--- config.mk ---
export PLATFORM = sky130hd
export DESIGN_NAME = lmsn_cell
export DESIGN_NICKNAME = d
export VERILOG_FILES = /design/src/design/lmsn_pkg.sv /design/src/design/lmsn_cell.sv
export SDC_FILE = /design/constraint.sdc
export NUM_CORES = 1
export LEC_CHECK = 0
export ABC_CLOCK_PERIOD_IN_PS = 1210
export BUFFER_PORTS_ARGS = -buffer_cell sky130_fd_sc_hd__buf_2
export CELL_PAD_IN_SITES_DETAIL_PLACEMENT = 1
export CELL_PAD_IN_SITES_GLOBAL_PLACEMENT = 1
export CORE_UTILIZATION = 38
export CTS_CLUSTER_SIZE = 24
export DETAILED_ROUTE_END_ITERATION = 7
export PLACE_DENSITY = 0.83
export SYNTH_ARGS = -nofsm -noshare
export SYNTH_HDL_FRONTEND = slang
export SYNTH_SLANG_ARGS = --single-unit
--- constraint.sdc ---
create_clock -name clk_i -period 1.21 [get_ports clk_i]
set_input_delay 0.0605 -clock clk_i [delete_from_list [all_inputs] [get_ports clk_i]]
set_output_delay 0.0605 -clock clk_i [all_outputs]
set_load 0.02 [all_outputs]
--- src/design/lmsn_pkg.sv ---
`timescale 1ns / 1ps
// lmsn_pkg: shared types, codes and helpers for the LMS neuron trainer.
// No dependencies; imported by the interface users, cells, head and top.
package lmsn_pkg;

  localparam int unsigned FEAT_W   = 48;
  localparam int unsigned TGT_W    = 4;
  localparam int unsigned MODE_W   = 2;
  localparam int unsigned WEIGHT_W = 32;
  localparam int unsigned LR_W     = 16;
  localparam int unsigned THR_W    = 31;
  localparam int unsigned CFG_IDX_W  = 1;
  localparam int unsigned CFG_DATA_W = 31;

  localparam int unsigned RATE_FRAC = 16;
  localparam int unsigned ERR_W     = WEIGHT_W + 2;
  localparam int unsigned PROD_W    = LR_W + 1 + WEIGHT_W;
  localparam int unsigned DELTA_W   = PROD_W + 1 - RATE_FRAC;
  localparam int unsigned UPD_W     = DELTA_W + 1;

  localparam logic [LR_W-1:0] LR_RESET = LR_W'(655);

  localparam logic [CFG_IDX_W-1:0] CFG_LEARNING_RATE = CFG_IDX_W'(0);
  localparam logic [CFG_IDX_W-1:0] CFG_THRESHOLD     = CFG_IDX_W'(1);

  localparam logic signed [63:0] S32_MAX = 64'sd2147483647;
  localparam logic signed [63:0] S32_MIN = -64'sd2147483648;

  typedef enum logic [MODE_W-1:0] {
    MODE_TRAIN = 2'd0,
    MODE_EVAL  = 2'd1,
    MODE_CLASS = 2'd2
  } mode_e;

  typedef struct packed {
    logic [FEAT_W-1:0] features;
    logic [TGT_W-1:0]  target;
    logic [MODE_W-1:0] mode;
  } req_t;

  typedef struct packed {
    logic signed [WEIGHT_W-1:0] potential;
    logic signed [WEIGHT_W-1:0] error;
    logic                       class_out;
    logic                       saturated;
  } rsp_t;

  typedef struct packed {
    logic start;
    logic acc_en;
    logic pot_en;
    logic err_en;
    logic mul_en;
    logic dlt_en;
    logic upd_en;
  } ctrl_t;

  typedef struct packed {
    logic signed [WEIGHT_W-1:0] val;
    logic                       hit;
  } sat_res_t;

  function automatic sat_res_t sat32(logic signed [63:0] v);
    sat_res_t r;
    if (v > S32_MAX) begin
      r.val = WEIGHT_W'(S32_MAX);
      r.hit = 1'b1;
    end else if (v < S32_MIN) begin
      r.val = WEIGHT_W'(S32_MIN);
      r.hit = 1'b1;
    end else begin
      r.val = WEIGHT_W'(v);
      r.hit = 1'b0;
    end
    return r;
  endfunction

endpackage

--- src/design/lmsn_cell.sv ---
`timescale 1ns / 1ps
// lmsn_cell: one ring cell holding a weight and the feature bit of its slot.
// Depends on lmsn_pkg.
module lmsn_cell
  import lmsn_pkg::*;
(
  input  logic                       clk_i,
  input  logic                       rst_ni,
  input  logic                       load_i,
  input  logic                       shift_i,
  input  logic                       feat_load_i,
  input  logic                       feat_in_i,
  input  logic signed [WEIGHT_W-1:0] w_in_i,
  output logic signed [WEIGHT_W-1:0] w_o,
  output logic                       feat_o
);

  logic signed [WEIGHT_W-1:0] w_q;
  logic                       feat_q;

  always_ff @(posedge clk_i or negedge rst_ni) begin
    if (!rst_ni) begin
      w_q    <= '0;
      feat_q <= 1'b0;
    end else if (load_i) begin
      feat_q <= feat_load_i;
    end else if (shift_i) begin
      w_q    <= w_in_i;
      feat_q <= feat_in_i;
    end
  end

  assign w_o    = w_q;
  assign feat_o = feat_q;

endmodule

# [Word level (Yosys, flattened, before mapping)]
# Cells that the tools add are included.
[totals] reg_bits=33 latchBits=0 ram_bits=0 rom_bits=0 inputBits=38 out_inout_bits=33 elab_cells=7 memories=0
[classes] n_addsub=0 mul=0 div=0 magnitude_cmp=0 eq_ne=0 n_shift=0 n_mux=2 bitwise=1 reduce_logical=2
[ops] operator="1-bit two-way mux" count=2
[ops] operator="2-bit AND reduction" count=1
[ops] operator="2-bit nonzero test" count=1
[ops] operator="1-bit NOT" count=1

# [Depth between registers and ports, before layout]
[logic_depth] depth_word=2 mapped_depth=4 depth_no_buf=2

# [Least setup slack after synthesis]
# Ideal clock, no wire load.
[synth_path] path_type="in2reg" startpoint="input port shift_i" endpoint="register w_q[0], in the netlist w_o[0]" setup_time_ns=0.125 arrival_time_ns=0.733 required_time_ns=1.085 path_slack_ns=0.352 path_stages=4 path_buffers=2 path_cell_list="nor2b_4 > buf_6 > buf_12 > mux2_4"
[synth_via] elab_chain_cells=1
[synth_rtl] element="from (decl)" line="lmsn_cell.sv:10" source="input logic shift_i,"
[synth_rtl] element="2-bit AND reduction (no line)"
[synth_rtl] element="to (signal assigned)" line="lmsn_cell.sv:28" source="w_q <= w_in_i;"
[synth_rtl] element="to (decl)" line="lmsn_cell.sv:18" source="logic signed [WEIGHT_W-1:0] w_q;"
# No other way between the ends.
# A chain may end at the register's enable or synchronous reset.

# [Worst setup path in the final report]
[layout_path] startpoint="register w_q[12], in the netlist w_o[12]" endpoint="output port w_o[12]"
[layout_lines] element="to (decl)" line="lmsn_cell.sv:14" source="output logic signed [WEIGHT_W-1:0] w_o,"
# No word-level cell between the ends.

==> results.yml <==
worst_setup_path:
  r2r_start: "w_o[9]"
  worstSetupEndpointType: "output port"
  timing_worst_setup_path_type: "flip-flop to output port"
  r2r_slack_ns: 0.44
  cp-startpoint: "w_o[12]"
  path_buf_inv: 1
  rr_endpoint: "w_o[9]"
  crit_family: "flip-flops"
  worst_path_largest_cell_delay_ns: 0.39
  required_ns: 1.15
  cp_slowest_cell: "dfrtp_1"
  cp_max_fo: 2
  reg2reg_depth: 1
  worstPathCellList: "buf_2"
  worst-endpoint-arrival_ns: 0.83
  critPathLaunchType: "flip-flop"
global_route:
  grt_pass1_wl_um: 4950
  grt_remaining_overflow: 0
  first_global_vias: 1033
  grt_max_degree: 34
  antenna_found_initial: 0
  grt_usage_pct: 16.6
cells_and_area:
  diodes: 0
  nNetsFinal: 187
  area_delta_synth_final_pct: 33.5
  fillers: 373
  drive_gt1_share_pct: 74.7
  final_area_sq_um: 1870
detailed_routing:
  wl_um: 2880
  wire_per_inst_um: 14.7
  drt_iter0_drc: 39
  dr.pass1.iters: 3
  vias_per_cell: 4.48
  num_vias: 879
  drc_errors: 0
  ant_nets: 0
floorplan:
  start_util_pct: 40.7
  pin_count: 71
  rows: 21
  core_sq_um: 3440
  dieArea_sq_um: 3940
  die_height_um: 62.8
  dieWidth_um: 62.8
logic_synthesis:
  synth_area_leader_cell: "dfrtp_1"
  syn-cell-area_sq_um: 1400
  synth_cell_type_count: 9
  synth_cells: 73
  ys_ff_latch: 33
  synth_fp_nets: 111
  synth-seq-area-share_pct: 58.9
  synth_top_area_share_pct: 58.9
  yosys-top-cells-area: "dfrtp_1, mux2_4, buf_12, mux2_2, nor2b_4"
  ys.warnings.count: 0
  synth.avg_cell_area_sq_um: 19.2
min_path:
  hold_class: "input port to flip-flop"
  hold_start: "w_in_i[11]"
  min_to: "w_o[11]"
  holdPathStages: 2
timing:
  fin_crit_sh_pct: 73.7
  hold_slack_ns: 0.0100
  hold_viol: 0
  tns_ns: 0
  post-route-min-period_ns: 0.891
  final.setup.worst_slack_ns: 0.319
  worst_pin_slew_ns: 0.711
  final_max_slew_viol_count: 0
  clock.fmax_mhz: 1120
  finalSetupViolations: 0
  rsz0062_at_grt: "no"
  slew_headroom_pct: 52.6
  skew_ns: 0
power:
  powerDensity_nw_per_um2: 1550
  p_leak_nw: 0.980
  ir_drop_v: 0.000619
placed_design:
  pre_cts_slack_ns: 0.169
  place.gp.congestion: 0.709
  place_hpwl_um: 2190
  postPlaceCellArea_sq_um: 1780
  port_buffers: 70
clocking:
  cts_setup_buffers: 0
  cts-root-buf: "clkbuf_8"
  clkTransAtPathRegs_ns: 0.07
  numCtsBuffers: 5
  cts_tree: "built"
  cts.repair.resized: 0
  cts_max_level: 2
  clock_latency_ns: 0.27
  clock_sinks: 33
  clockBufferDepth: 2
outcome:
  status: "finished, final reports clean"
flow_run:
  maxCapViolCount: 0
==> Yosys cell counts, drive strengths merged <==
master	instances
mux2	32
buf	4
o21ai	1
mux2i	1
nand2	1
nor2b	1
dfrtp	33
==> cell usage in the layout (no fill, tap or decap), drive strengths merged <==
cell and count:
clkbuf 6, nor2b 1, clkinv 2, mux2i 1
nand2 1, o21ai 1, dlygate4sd3 1, buf 72
mux2 32, dfrtp 33
==> repair_timing <==
item | CTS | global route
setup endpoints to repair | 0 | 0
hold buffers | 1 | 0
hold endpoints to repair | 33 | 0
==> layer usage <==
metal | vias to the layer above | global-route usage, % | share of wire [%] | wire, um
met1 | 425 | 17.9 | 38 | 1100
li1 | 403 | - | - | -
met3 | 9 | 5.29 | 6.4 | 183
met4 | 0 | 6.98 | 1.9 | 56
met2 | 42 | 29.5 | 54 | 1540
met5 | - | 0 | 0 | 0
==> final cells by class <==
cell class	instances	area [sq um]	area share, %
multi-input combinational	36	505	27.0
timing repair buffer	73	400	21.4
sequential	33	826	44.1
tap	46	57.6	3.07
clock buffer	6	72.6	3.88
clock inverter	2	10.0	0.535
==> stage by stage <==
step	utilization, %	std cells	power (mW)
5_1_grt	54.4	196	3.04
4_1_cts	54.4	196	2.94
3_5_place_dp	51.7	187	2.15
6_report	54.4	196	2.90
3_3_place_gp	51.7	187	2.12
2_1_floorplan	-	73	1.87
==> registers in the layout, indices dropped and copies added (netlist names) <==
name    cells
feat_o      1
w_o        32
==> how the worst max path moves through the flow <==
stage / slack (ns) / endpoint / cells after the start
floorplan: 0.35 / w_o[0] / 4
global placement: 0.21 / w_o[14] / 4
detailed placement: 0.17 / w_o[5] / 4
CTS: 0.30 / w_o[5] / 1
global route: 0.17 / w_o[9] / 2
finish: 0.32 / w_o[12] / 1
==> report_power, final <==
group / internal [mW] / total (mW) / switching (mW)
logic: 0.385 / 0.767 / 0.382
clock network: 0.398 / 0.779 / 0.381
registers: 1.27 / 1.36 / 0.0924
total: 2.05 / 2.90 / 0.855
==> kinds of logic (layout without fill, tap and decap cells) <==
group | Yosys count | count (layout) | synth area share (%)
AND/OR/NAND/NOR | 2 | 2 | 1.25
flip-flops | 33 | 33 | 58.9
buffers and inverters | 4 | 81 | 5.08
multiplexers | 33 | 33 | 34.4
AO/OA/AOI/OAI | 1 | 1 | 0.356
No activity file was read; power rests on OpenSTA's default activity.
