[config.mk]
export PLATFORM = sky130hd
export DESIGN_NAME = lmsn_head
export DESIGN_NICKNAME = d
export VERILOG_FILES = /design/src/design/lmsn_pkg.sv /design/src/design/lmsn_head.sv
export SDC_FILE = /design/constraint.sdc
export NUM_CORES = 2
export LEC_CHECK = 0
export BUFFER_PORTS_ARGS = -buffer_cell sky130_fd_sc_hd__buf_2
export CORE_MARGIN = 1.5
export CORE_UTILIZATION = 50
export DETAILED_ROUTE_END_ITERATION = 10
export HOLD_SLACK_MARGIN = 0.05
export MAX_ROUTING_LAYER = met4
export PLACE_DENSITY = 0.82
export SYNTH_ARGS = -nofsm -noshare
export SYNTH_HDL_FRONTEND = slang
export SYNTH_SLANG_ARGS = --single-unit
[constraint.sdc]
create_clock -name clk_i -period 7.1 [get_ports clk_i]
set_input_delay 2.13 -clock clk_i [delete_from_list [all_inputs] [get_ports clk_i]]
set_output_delay 2.13 -clock clk_i [all_outputs]
set_load 0.01 [all_outputs]
[src/design/lmsn_pkg.sv]
`timescale 1ns / 1ps
// lmsn_pkg: shared types, codes and helpers for the LMS neuron trainer.
// No dependencies; imported by the interface users, cells, head and top.
package lmsn_pkg;

  localparam int unsigned FEAT_W   = 48;
  localparam int unsigned TGT_W    = 4;
  localparam int unsigned MODE_W   = 2;
  localparam int unsigned WEIGHT_W = 32;
  localparam int unsigned LR_W     = 16;
  localparam int unsigned THR_W    = 31;
  localparam int unsigned CFG_IDX_W  = 1;
  localparam int unsigned CFG_DATA_W = 31;

  localparam int unsigned RATE_FRAC = 16;
  localparam int unsigned ERR_W     = WEIGHT_W + 2;
  localparam int unsigned PROD_W    = LR_W + 1 + WEIGHT_W;
  localparam int unsigned DELTA_W   = PROD_W + 1 - RATE_FRAC;
  localparam int unsigned UPD_W     = DELTA_W + 1;

  localparam logic [LR_W-1:0] LR_RESET = LR_W'(655);

  localparam logic [CFG_IDX_W-1:0] CFG_LEARNING_RATE = CFG_IDX_W'(0);
  localparam logic [CFG_IDX_W-1:0] CFG_THRESHOLD     = CFG_IDX_W'(1);

  localparam logic signed [63:0] S32_MAX = 64'sd2147483647;
  localparam logic signed [63:0] S32_MIN = -64'sd2147483648;

  typedef enum logic [MODE_W-1:0] {
    MODE_TRAIN = 2'd0,
    MODE_EVAL  = 2'd1,
    MODE_CLASS = 2'd2
  } mode_e;

  typedef struct packed {
    logic [FEAT_W-1:0] features;
    logic [TGT_W-1:0]  target;
    logic [MODE_W-1:0] mode;
  } req_t;

  typedef struct packed {
    logic signed [WEIGHT_W-1:0] potential;
    logic signed [WEIGHT_W-1:0] error;
    logic                       class_out;
    logic                       saturated;
  } rsp_t;

  typedef struct packed {
    logic start;
    logic acc_en;
    logic pot_en;
    logic err_en;
    logic mul_en;
    logic dlt_en;
    logic upd_en;
  } ctrl_t;

  typedef struct packed {
    logic signed [WEIGHT_W-1:0] val;
    logic                       hit;
  } sat_res_t;

  function automatic sat_res_t sat32(logic signed [63:0] v);
    sat_res_t r;
    if (v > S32_MAX) begin
      r.val = WEIGHT_W'(S32_MAX);
      r.hit = 1'b1;
    end else if (v < S32_MIN) begin
      r.val = WEIGHT_W'(S32_MIN);
      r.hit = 1'b1;
    end else begin
      r.val = WEIGHT_W'(v);
      r.hit = 1'b0;
    end
    return r;
  endfunction

endpackage

[src/design/lmsn_head.sv]
`timescale 1ns / 1ps
// lmsn_head: ring head; accumulates the potential, forms error and step,
// and writes back updated weights into the ring. Depends on lmsn_pkg.
module lmsn_head
  import lmsn_pkg::*;
#(
  parameter int unsigned NUM_FEATURES  = 48,
  parameter int unsigned FRACTION_BITS = 16
) (
  input  logic                       clk_i,
  input  logic                       rst_ni,
  input  ctrl_t                      ctrl_i,
  input  logic                       feat0_i,
  input  logic signed [WEIGHT_W-1:0] w0_i,
  input  logic [TGT_W-1:0]           target_i,
  input  logic [MODE_W-1:0]          mode_i,
  input  logic [LR_W-1:0]            lr_i,
  input  logic [THR_W-1:0]           thr_i,
  output logic signed [WEIGHT_W-1:0] wb_o,
  output rsp_t                       rsp_o
);

  localparam int unsigned ACC_W = WEIGHT_W + $clog2(NUM_FEATURES + 1);
  localparam logic signed [PROD_W:0] RND_HALF = (PROD_W + 1)'(1) <<< (RATE_FRAC - 1);

  logic signed [ACC_W-1:0]    acc_q, acc_d;
  logic signed [WEIGHT_W-1:0] pot_q, err_q;
  logic signed [PROD_W-1:0]   prod_q, prod_d;
  logic signed [DELTA_W-1:0]  delta_q;
  logic signed [PROD_W:0]     rnd;
  logic signed [ERR_W-1:0]    tgt_s, diff;
  logic signed [UPD_W-1:0]    upd_sum;
  logic [WEIGHT_W-1:0]        mag;
  logic                       cls_q, cls_d;
  logic                       sat_q, sat_d;
  sat_res_t                   pot_r, err_r, upd_r;

  always_comb begin
    acc_d   = acc_q + ACC_W'(w0_i);
    pot_r   = sat32(64'(acc_q));
    tgt_s   = $signed({{(ERR_W - TGT_W){1'b0}}, target_i}) <<< FRACTION_BITS;
    diff    = tgt_s - ERR_W'(pot_q);
    err_r   = sat32(64'(diff));
    mag     = pot_q[WEIGHT_W-1] ? (~pot_q + WEIGHT_W'(1)) : pot_q;
    cls_d   = (mode_i == MODE_CLASS) && (mag >= {1'b0, thr_i});
    prod_d  = PROD_W'($signed({1'b0, lr_i})) * PROD_W'(err_q);
    rnd     = (PROD_W + 1)'(prod_q) + RND_HALF;
    upd_sum = UPD_W'(w0_i) + UPD_W'(delta_q);
    upd_r   = sat32(64'(upd_sum));
    wb_o    = (ctrl_i.upd_en && feat0_i) ? upd_r.val : w0_i;
    sat_d   = sat_q;
    if (ctrl_i.pot_en) sat_d = sat_q | pot_r.hit;
    if (ctrl_i.err_en) sat_d = sat_q | err_r.hit;
    if (ctrl_i.upd_en) sat_d = sat_q | (feat0_i & upd_r.hit);
  end

  always_ff @(posedge clk_i or negedge rst_ni) begin
    if (!rst_ni) begin
      acc_q <= '0;
      sat_q <= 1'b0;
      cls_q <= 1'b0;
    end else if (ctrl_i.start) begin
      acc_q <= '0;
      sat_q <= 1'b0;
      cls_q <= 1'b0;
    end else begin
      if (ctrl_i.acc_en && feat0_i) acc_q <= acc_d;
      if (ctrl_i.err_en) cls_q <= cls_d;
      sat_q <= sat_d;
    end
  end

  always_ff @(posedge clk_i) begin
    if (ctrl_i.pot_en) pot_q <= pot_r.val;
    if (ctrl_i.err_en) err_q <= err_r.val;
    if (ctrl_i.mul_en) prod_q <= prod_d;
    if (ctrl_i.dlt_en) delta_q <= rnd[PROD_W:RATE_FRAC];
  end

  assign rsp_o = '{potential: pot_q, error: err_q, class_out: cls_q, saturated: sat_q};

endmodule

# Yosys cells after proc, flatten, opt, wreduce, memory -nomap -nowiden
# Index checks and enable logic that the tools add are counted.
# W data, S select, Z words.
word_totals:
  wordCells: 48
  register_bits: 187
  in_bits: 95
classes:
  n_addsub: 5
  n_eq_ne: 1
  mul: 1
  mux: 16
  reduce_logical: 6
  bitwise_logic: 5
  order_cmp: 7
ops:
  columns: ["operator", "n"]
  rows:
  - ["$mux W33", 4]
  - ["$mux W38", 2]
  - ["$mux W32", 2]
  - ["$add A49 B17 Y50 const B", 1]
  - ["$mul A17 B32 Y49", 1]
  - ["$add A38 B32 Y38", 1]
  - ["$gt A38 B32 Y1 const B", 1]
  - ["$lt A38 B32 Y1 const B", 1]
  - ["$add A32 B34 Y35", 1]
  - ["$gt A35 B32 Y1 const B", 1]
  - ["$lt A35 B32 Y1 const B", 1]
  - ["$gt A33 B32 Y1 const B", 1]
  - ["$lt A33 B32 Y1 const B", 1]
  - ["$sub A21 B32 Y33", 1]
  - ["$add A32 B2 Y32 const B", 1]
  - ["$ge A32 B31 Y1", 1]
  - ["$not A32 Y32", 1]
  - ["$mux W1", 8]
  - ["$reduce_bool A2 Y1", 2]
  - ["$reduce_bool A4 Y1", 1]
  - ["$logic_and A1 B1 Y1", 3]
  - ["$or A1 B1 Y1", 3]
  - ["$eq A2 B2 Y1 const B", 1]
  - ["$and A1 B1 Y1", 1]

# Longest topological paths before layout
depth:
  word_depth: 8
  depth_mapped: 24

# Worst setup path before layout
# Ideal clock, no wire load.
synth_timing:
  path_kind: "input -> register"
  from: "input lr_i[7]"
  to: "register prod_q[42] (data pin)"
  arrival_ns: 7.897
  n_path_buf: 1
  cell_stages: 23
  slack_ns: -1.056
  required_ns: 6.841
  setup_time_ns: 0.259
  path_cell_list: "clkbuf_1 -> and2_1 -> fa_1 -> inv_1 -> fa_1 -> fa_1 -> inv_1 -> fa_1 -> fa_1 -> inv_1 -> fa_1 -> inv_1 -> ha_1 -> a21oi_1 -> o21bai_1 -> or3_1 -> o2111ai_1 -> a31o_2 -> o31ai_1 -> o21a_1 -> or3_1 -> a31oi_1 -> xnor2_1"
synth_between:
  elab_chain_len: 1
synth_lines:
  columns: ["element", "line", "text"]
  rows:
  - ["from (decl)", "lmsn_head.sv:17", "input logic [LR_W-1:0] lr_i,"]
  - ["$mul A17 B32 Y49", "lmsn_head.sv:46", "prod_d = PROD_W'($signed({1'b0, lr_i})) * PROD_W'(err_q);"]
  - ["net prod_d[42]", "lmsn_head.sv:28", "logic signed [PROD_W-1:0] prod_q, prod_d;"]
  - ["to (signal assigned)", "lmsn_head.sv:76", "if (ctrl_i.mul_en) prod_q <= prod_d;"]
  - ["to (decl)", "lmsn_head.sv:28", null]
# The timed path passes the listed nets, and every way through them passes these cells.
# A chain may end at the register's enable or synchronous reset.

# Final worst setup path
layout_timing:
  from: "input lr_i[4]"
  to: "register prod_q[42] (data pin)"
# Same word-level chain as after synthesis.

==> results.py <==
metrics = {
    "outcome": {
        "outcome": "finished, violations left",
        "violations": "setup timing",
    },
    "yosys": {
        "synth-main-ff-cell": "edfxtp_1",
        "synth_edf_count": 132,
        "synth_seq_cells": 172,
        "syn_area_um2": 30300,
        "syn_nets": 4180,
        "synthArstFlopShare": 0.233,
        "ys_seq_area_frac": 0.164,
        "syn_area_per_cell_um2": 8.99,
        "netlist_instances": 3372,
        "yosysUniqueCellTypes": 70,
        "yosys_warnings": 0,
    },
    "worst_setup_path": {
        "worstPathMaxFanout": 5,
        "crit_family": "adder cells",
        "path_cells": "buf_12, buf_6, and2_4, fa_1, inv_2, fa_2, fa_1, inv_2, ha_4, fa_1, inv_2, fa_1, inv_2, ha_4, a2111o_1, or3_4, o2111ai_4, a31o_4, o31ai_4, o21a_1, or3_4, a31oi_4, xnor2_1",
        "critPathMaxStageDelay_ns": 0.59,
        "critPathLaunchType": "input port",
        "cp_num_buf_inv": 6,
        "critPathSlowestCell": "fa_1",
        "endpoint_kind": "flop",
        "required_ns": 7.29,
        "worstPathArrival_ns": 7.97,
        "critical_path_class": "input port to flop",
    },
    "placed_design": {
        "place_ws_ns": -1.48,
        "hpwl_mm": 72.7,
        "numPortBuffers": 192,
        "place.gp.congestion": 1.03,
        "dpl.cell_count": 4555,
    },
    "global_routing": {
        "antenna_found_initial": 3,
        "overflow": 0,
        "grtUsageTotal": 0.307,
        "grt_pass1_wl_mm": 145,
        "grt_pass1_vias": 27294,
        "grt_start_max_net_pins": 41,
    },
    "job": {
        "maxCapViolCount": 0,
    },
    "detailed_routing": {
        "drcViolationCount": 0,
        "vias_per_cell": 5.65,
        "drtIter0Drc": 2341,
        "routed_wl_mm": 94.2,
        "num_vias": 26210,
        "antenna_left": 0,
        "avgRoutedWirePerCell_um": 20.3,
        "dr.pass1.iters": 6,
    },
    "cells_and_area": {
        "fin_cells": 4638,
        "layout.nets": 4647,
        "area_growth_pct": 23.4,
        "seq_area_um2": 4960,
        "fill_cells": 4594,
        "final_util": 0.622,
        "multi_input_area_um2": 23700,
        "drive_gt1_frac": 0.231,
    },
    "clocking": {
        "cts_made_buffers": 17,
        "h-tree-depth": 4,
        "clk_pin_slew_ns": 0.08,
        "cts_tree": "done",
        "clock_latency_ns": 0.44,
        "clock-sinks": 172,
        "root_buffer": "clkbuf_16",
        "clk_path_buf_depth": 2,
    },
    "floorplanning": {
        "pin_count": 193,
        "core_um2": 60100,
        "rows": 90,
        "die-area_um2": 62100,
        "initial_utilization": 0.504,
        "die_h_um": 249,
        "die_w_um": 249,
    },
    "sta": {
        "period_share": 1.10,
        "hold_violations": 0,
        "tightest_slew_ns": 1.07,
        "relSlewSlack": 0.286,
        "max_freq_mhz": 129,
        "period_needed_ns": 7.78,
        "timing.final.ws_setup_ns": -0.676,
        "drv_slew": 0,
        "setup_viol": 61,
        "skew_ns": 0.0185,
        "rsz0062_at_grt": "yes",
        "finalSetupTns_ns": -18.01,
    },
    "hold_path": {
        "hold_class": "flop to flop",
    },
}
[state kept, by name, indices dropped and copies added (netlist names)]
signal,count
sat_q,1
pot_q,32
prod_q,34
cls_q,1
acc_q,38
delta_q,34
err_q,32
[through the flow]
stage	area (µm²)	hold WS, ns
global placement	34900	0.496
CTS	36800	0.519
finish	37400	0.512
detailed placement	34900	0.502
floorplan	30900	0.456
global route	37400	0.555
[cells in the final DEF (no fill, tap or decap), drive strengths merged, types with 4 or more instances in the layout]
cell	netlist	routed
inv	646	651
buf	13	579
fa	489	489
nand2	459	459
and2	248	248
ha	224	224
a21oi	153	153
edfxtp	132	132
xnor2	131	131
nor2	115	115
a21o	99	99
o21ai	89	89
xor2	53	53
dfrtp	40	40
nand3	34	34
nor3	28	28
nand4	24	24
clkbuf	123	22
o21a	21	21
or3	21	21
a211oi	20	20
a31oi	17	17
o21bai	17	17
nand2b	16	16
and3	15	15
nor2b	15	15
nor4	14	14
o211ai	11	11
and4	11	11
o31ai	9	9
a211o	8	8
or2	7	7
or4	7	7
o31a	6	6
clkinv	0	6
a31o	5	5
a221oi	5	5
diode	0	4
o2111ai	4	4
[synth_stat cells, types with 87 or more instances]
library cell  count  share of area
a21o_1           99          0.025
a21oi_1         152          0.025
and2_1          248          0.051
clkbuf_1        122          0.015
edfxtp_1        132           0.13
fa_1            489           0.32
ha_1            224          0.092
inv_1           646          0.080
nand2_1         459          0.057
nor2_1          115          0.014
o21ai_0          87          0.014
xnor2_1         131          0.038
[worst register-to-register path, delay by kind of cell (launching register included)]
family                     cells  cell delay [ns]
xor gates and xnor gates       1             0.08
buffers and inverters          4             0.41
adders and majority gates      7             2.98
DFF                            1             0.79
AOI/OAI and AO/OA              6             1.37
and+or+nand+nor                3             0.89
[cells by family after synthesis]
group / share of synthesized area
buf+inv: 0.0977
fa+ha+maj: 0.416
flops: 0.164
simple gates: 0.164
compound gates: 0.105
mux: 0.000330
xor+xnor: 0.0532
[routing by layer]
metal,routed length [µm],vias to the layer above,track usage
li1,-,11595,-
met1,34900,12884,0.365
met2,45800,1353,0.513
met3,8010,378,0.0499
met4,5490,0,0.143
met5,0,-,-
[layout make-up]
class | instances | share of cell area
Antenna cell | 4 | 0.000268
Clock buffer | 19 | 0.0124
Clock inverter | 13 | 0.00442
Inverter | 646 | 0.0650
Multi-Input combinational cell | 2418 | 0.633
Sequential cell | 172 | 0.133
Tap cell | 782 | 0.0262
Timing Repair Buffer | 584 | 0.126
[worst paths after layout]
check                               from         end  slack [ns]  cells past startpoint
min in group asynchronous         rst_ni    acc_q[6]        1.82                      1
worst min register to register     cls_q       cls_q        0.51                      2
max in group asynchronous         rst_ni   acc_q[30]        4.63                      1
worst max-delay path             lr_i[4]  prod_q[42]       -0.68                     23
worst max register to register  err_q[7]  prod_q[42]        0.32                     21
worst min-delay path               cls_q       cls_q        0.51                      2
[timing repair]
item / 4_1_cts / 5_1_grt
gates resized for setup: 210 / 139
cloned: 7 / 3
pin swaps: 122 / 94
endpoints found under the setup margin: 65 / 65
setup buffers: 30 / 18
hold buffers: 0 / 0
Power is left out: the tool's default activity adds up to more than one toggle a clock period on the data nets, which glitch-free logic cannot reach.
